<file path="config.mk">
export PLATFORM = sky130hd
export DESIGN_NAME = bnc_stack
export DESIGN_NICKNAME = d
export VERILOG_FILES = /design/src/hdl/bnc_pkg.sv /design/src/hdl/bnc_cell.sv /design/src/hdl/bnc_stack.sv
export SDC_FILE = /design/constraint.sdc
export NUM_CORES = 1
export LEC_CHECK = 0
export BUFFER_PORTS_ARGS = -buffer_cell sky130_fd_sc_hd__buf_2
export CORE_AREA = 2 2 99 101
export CTS_BUF_LIST = sky130_fd_sc_hd__clkbuf_8
export CTS_CLUSTER_SIZE = 10
export DETAILED_ROUTE_END_ITERATION = 10
export DIE_AREA = 0 0 101 103
export PLACE_DENSITY = 0.83
export SYNTH_ARGS = -nofsm -noshare
export SYNTH_HDL_FRONTEND = slang
export SYNTH_SLANG_ARGS = --single-unit
</file>
<file path="constraint.sdc">
create_clock -name clk -period 3.9 [get_ports clk]
set_clock_uncertainty 0.1 [all_clocks]
set_input_delay 0.195 -clock clk [delete_from_list [all_inputs] [get_ports clk]]
set_output_delay 0.195 -clock clk [all_outputs]
set_load 0.01 [all_outputs]
</file>
<file path="src/hdl/bnc_pkg.sv">
// bnc_pkg: shared types, codes and decode functions for the bracket nesting checker
// depends on: nothing

package bnc_pkg;

    // default number of stack cells
    localparam int STACK_DEPTH_DEF = 64;

    localparam int CODE_W   = 2;
    localparam int POINTS_W = 15;
    localparam int TOTAL_W  = 64;
    localparam int SCORE_W  = 64;
    localparam int DEPTH_W  = 7;
    localparam int STATUS_W = 2;

    // bracket characters
    localparam logic [7:0] CH_OPEN_PAREN  = 8'h28;
    localparam logic [7:0] CH_OPEN_SQUARE = 8'h5B;
    localparam logic [7:0] CH_OPEN_CURLY  = 8'h7B;
    localparam logic [7:0] CH_OPEN_ANGLE  = 8'h3C;
    localparam logic [7:0] CH_CLOSE_PAREN  = 8'h29;
    localparam logic [7:0] CH_CLOSE_SQUARE = 8'h5D;
    localparam logic [7:0] CH_CLOSE_CURLY  = 8'h7D;
    localparam logic [7:0] CH_CLOSE_ANGLE  = 8'h3E;

    // bracket kind codes held in the stack
    localparam logic [CODE_W-1:0] KIND_PAREN  = 2'd0;
    localparam logic [CODE_W-1:0] KIND_SQUARE = 2'd1;
    localparam logic [CODE_W-1:0] KIND_CURLY  = 2'd2;
    localparam logic [CODE_W-1:0] KIND_ANGLE  = 2'd3;

    // closer points
    localparam logic [POINTS_W-1:0] PTS_PAREN  = 15'd3;
    localparam logic [POINTS_W-1:0] PTS_SQUARE = 15'd57;
    localparam logic [POINTS_W-1:0] PTS_CURLY  = 15'd1197;
    localparam logic [POINTS_W-1:0] PTS_ANGLE  = 15'd25137;
    localparam logic [POINTS_W-1:0] PTS_NONE   = 15'd0;

    // line status codes
    localparam logic [STATUS_W-1:0] STATUS_CLEAN    = 2'd0;
    localparam logic [STATUS_W-1:0] STATUS_CORRUPT  = 2'd1;
    localparam logic [STATUS_W-1:0] STATUS_OVERFLOW = 2'd2;

    typedef enum logic [1:0] {
        CELL_HOLD,
        CELL_PUSH,
        CELL_POP
    } cell_op_t;

    typedef enum logic {
        ST_IDLE,
        ST_WALK
    } state_t;

    typedef struct packed {
        logic              hit;
        logic [CODE_W-1:0] kind;
    } bracket_t;

    function automatic bracket_t opener_decode(input logic [7:0] c);
        bracket_t r;
        r.hit = 1'b1;
        case (c)
            CH_OPEN_PAREN:  r.kind = KIND_PAREN;
            CH_OPEN_SQUARE: r.kind = KIND_SQUARE;
            CH_OPEN_CURLY:  r.kind = KIND_CURLY;
            CH_OPEN_ANGLE:  r.kind = KIND_ANGLE;
            default:
            begin
                r.hit  = 1'b0;
                r.kind = KIND_PAREN;
            end
        endcase
        return r;
    endfunction

    function automatic bracket_t closer_decode(input logic [7:0] c);
        bracket_t r;
        r.hit = 1'b1;
        case (c)
            CH_CLOSE_PAREN:  r.kind = KIND_PAREN;
            CH_CLOSE_SQUARE: r.kind = KIND_SQUARE;
            CH_CLOSE_CURLY:  r.kind = KIND_CURLY;
            CH_CLOSE_ANGLE:  r.kind = KIND_ANGLE;
            default:
            begin
                r.hit  = 1'b0;
                r.kind = KIND_PAREN;
            end
        endcase
        return r;
    endfunction

    function automatic logic [POINTS_W-1:0] closer_points(input logic [7:0] c);
        logic [POINTS_W-1:0] p;
        case (c)
            CH_CLOSE_PAREN:  p = PTS_PAREN;
            CH_CLOSE_SQUARE: p = PTS_SQUARE;
            CH_CLOSE_CURLY:  p = PTS_CURLY;
            CH_CLOSE_ANGLE:  p = PTS_ANGLE;
            default:         p = PTS_NONE;
        endcase
        return p;
    endfunction

endpackage

</file>
<file path="src/hdl/bnc_cell.sv">
// bnc_cell: one stack cell holding a bracket kind code
// depends on: bnc_pkg

module bnc_cell (
    input  logic                      clk,
    input  bnc_pkg::cell_op_t         op,
    input  logic [bnc_pkg::CODE_W-1:0] from_above,
    input  logic [bnc_pkg::CODE_W-1:0] from_below,
    output logic [bnc_pkg::CODE_W-1:0] code
);
    import bnc_pkg::*;

    logic [CODE_W-1:0] code_reg;
    logic [CODE_W-1:0] code_next;

    // push takes the neighbor above, pop takes the neighbor below
    always_comb
    begin
        case (op)
            CELL_PUSH: code_next = from_above;
            CELL_POP:  code_next = from_below;
            default:   code_next = code_reg;
        endcase
    end

    always_ff @(posedge clk)
    begin
        code_reg <= code_next;
    end

    assign code = code_reg;

endmodule

</file>
<file path="src/hdl/bnc_stack.sv">
// bnc_stack: shift stack built as a chain of bnc_cell, top at cell 0
// depends on: bnc_pkg, bnc_cell

module bnc_stack #(
    parameter int DEPTH = bnc_pkg::STACK_DEPTH_DEF
) (
    input  logic                       clk,
    input  bnc_pkg::cell_op_t          op,
    input  logic [bnc_pkg::CODE_W-1:0] push_code,
    output logic [bnc_pkg::CODE_W-1:0] top
);
    import bnc_pkg::*;

    logic [CODE_W-1:0] codes [DEPTH];
    logic [CODE_W-1:0] above [DEPTH];
    logic [CODE_W-1:0] below [DEPTH];

    // every cell moves with the same op, data passes to the neighbor
    for (genvar i = 0; i < DEPTH; i++)
    begin : g_cell
        if (i == 0)
        begin : g_head
            assign above[i] = push_code;
        end
        else
        begin : g_mid_a
            assign above[i] = codes[i-1];
        end

        if (i == DEPTH - 1)
        begin : g_tail
            assign below[i] = '0;
        end
        else
        begin : g_mid_b
            assign below[i] = codes[i+1];
        end

        bnc_cell u_cell (
            .clk        (clk),
            .op         (op),
            .from_above (above[i]),
            .from_below (below[i]),
            .code       (codes[i])
        );
    end

    assign top = codes[0];

endmodule

</file>
==> impl_results.md <==
* Detailed Routing Iterations Pass 1 at 4
* Vias per cell at 5.58
* Synth Warn # at 0
* R2r setup slk at 2.85 ns
* Max stage delay cell, worst path: ha_2
* Initial antenna violation count at 0
* Critical Path End Type: register
* Hpwl dp at 4020 um
* Synth area leaders: edfxtp_1 70%, mux2_2 22%, mux2_4 4.9%
* Initial core utilization at 58.2%
* Achievable frequency at 552 MHz
* Detailed Route WL at 7110 um
* Setup_tns at 0 ns
* Die area at 10,400 um^2
* Fin. Hold Viols at 0
* Total Nets Final at 297
* Crit-path max FO at 30
* Tot GR Track Use at 14.8%
* Number of instances in the placed design at 383
* Syn Inst Count at 277
* Via Count at 2,327
* Type of the worst setup path: input port to register
* WHS Endpoint: g_cell[62].u_cell.code[0]$_DFFE_PP_
* Sequential area share after synthesis at 69.8%
* Core area at 9460 um^2
* Antenna diode count at 0
* Worst EP required at 3.98 ns
* CP max stage delay at 0.62 ns
* Status: completed
* Pwr Density at 562 nW/um^2
* FF-to-FF path depth at 1
* Maxcap violations at 0
* Slew headroom at 40.2%
* Max reg flops at 128
* FF-to-FF End: g_cell[21].u_cell.code[0]$_DFFE_PP_
* Number of port buffers at 6
* Hold/Removal Path Class: register to register
* Synth Area in XOR/XNOR at 0%
* Final worst-path cycle share at 46.5%
* Post-CTS Setup Bufs at 0
* Post-synth top area cell: edfxtp_1
* Synth Area in Adders at 0.454%
* Crit path DAT at 1.89 ns
* Crit path launch: op[0]
* CTS tree: done
* Largest family of logic cells by synthesized area: multiplexers
* Slew @ Worst Pin at 0.896 ns
* Syn_nets at 284
* Post-route insts no fill at 417
* Syn Area/Cell at 19.9 um^2
* CTS Buffer Depth at 2
* Hold path start: g_cell[63].u_cell.code[0]$_SDFFCE_PN0P_
* Worst skew pair latency at 0.43 ns
* DRC violations left at 0
* # rows at 36
* Total power at 3.40 mW
* Ports at 7
* Multiplexer share of the synthesized area at 27.0%
* Drt initial violations at 81
* CTS root buf: clkbuf_8
* Crit Reg-Reg Startpoint: g_cell[22].u_cell.code[0]$_DFFE_PP_
* Avg WL per Cell at 17.0 um
* RSZ-0062 raised after global routing: no
* Top-area cell type share of the netlist area at 69.8%
* Global-route wire length before repair at 11,500 um
* Final min period at 1.81 ns
* Global route overflow at 0
* H-tree level count at 4
* Clock Sinks at 128
* Pin count of the biggest net entering global routing at 75
* #FFs+latches synth at 128
* CP Cell Sequence: buf_2 > inv_1 > ha_2 > buf_4 > mux2_2
* Final Max Slew Viols at 0
* CTS clk-pin slew, worst paths at 0.08 ns
* Max rail drop VDD at 0.000336 V
* Final setup fails at 0
* Compound-Gate Fraction of Synth Area at 0%
* Simple-gate share of the synthesized area at 0.227%
* Die Span X at 101 um
* Layout cells sized above 1 at 56.1%
* Placer Congestion at 0.683
* Unique cell type count in the Yosys netlist at 10
* Vias in the first global route at 2,334
* Startpoint Class: input port
* Post-Syn Area at 5510 um^2
* CTS Buf Count at 17
* Post-route ant nets at 0
* Synthesis-to-finish area growth at 9.77%
* Height of the die at 103 um
* WHS Path Cells at 1
* Lkg Pwr at 2.09 nW
## through the flow
step                      util, %  hold slack, ns  setup slack (ns)  instance area (um^2)
after floorplan                 -           0.313             0.319                  5510
after global placement       59.1           0.397              1.69                  5590
after detailed placement     59.1           0.407              1.65                  5590
after CTS                    63.9           0.449              2.12                  6040
after global routing         63.9           0.485              2.01                  6040
final                        63.9           0.471              2.09                  6040
## area by class of cell
cell class | instances | area, um^2
Sequential cell | 128 | 3840
Fill cell | 637 | 3410
Multi-Input combinational cell | 130 | 1530
Clock buffer | 17 | 234
Clock inverter | 15 | 200
Tap cell | 114 | 143
Timing Repair Buffer | 11 | 85.1
Inverter | 2 | 10.0
## cells in the final DEF (no fill, tap or decap), drive strengths merged
cell           n
buf            9
bufinv         3
clkbuf        17
clkinv         6
dlygate4sd3    2
edfxtp       128
ha             2
inv            8
mux2         126
nor2b          2
## critical path, delay by kind of cell
kind / cells / cell delay [ns]
fa+ha+maj: 1 / 0.62
buf+inv: 3 / 0.66
mux: 1 / 0.40
## report_power, final
part / switching [mW] / leakage, nW / internal, mW
Sequential: 0.0889 / 1.25 / 1.77
Combinational: 0.130 / 0.616 / 0.188
Clock: 0.568 / 0.220 / 0.655
Total: 0.787 / 2.09 / 2.61
## worst max-delay path by stage
stage | to
after floorplan | g_cell[0].u_cell.code[0]$_DFFE_PP_
after global placement | g_cell[4].u_cell.code[1]$_DFFE_PP_
after detailed placement | g_cell[27].u_cell.code[1]$_DFFE_PP_
after CTS | g_cell[7].u_cell.code[1]$_DFFE_PP_
after global routing | g_cell[33].u_cell.code[1]$_DFFE_PP_
final | g_cell[2].u_cell.code[1]$_DFFE_PP_
## metal layers
metal  vias up  global-route usage (%)  routed length, um
met5         -                       0                  0
met4         0                    6.55                 86
met3        10                    6.10                186
met2        24                    20.7               3180
met1      1170                    20.4               3650
li1       1123                       -                  -
## cell usage after synthesis
master / count
buf_2: 9
nor2b_1: 2
buf_8: 1
inv_1: 2
ha_1: 2
buf_6: 5
buf_4: 2
edfxtp_1: 128
mux2_4: 18
mux2_2: 108
## timing repair
item                                    in CTS  in global routing
hold endpoints to repair                     2                  0
hold buffers                                 2                  0
gates resized for setup                      0                  0
endpoints found under the setup margin       0                  0
## cell families (layout without fill, tap and decap cells)
kind of cell	count (synthesis)	count (layout)
DFF	128	128
muxes	126	126
buffers and inverters	19	45
adders and majority gates	2	2
and+or+nand+nor	2	2
No activity file was read; power rests on OpenSTA's default activity.
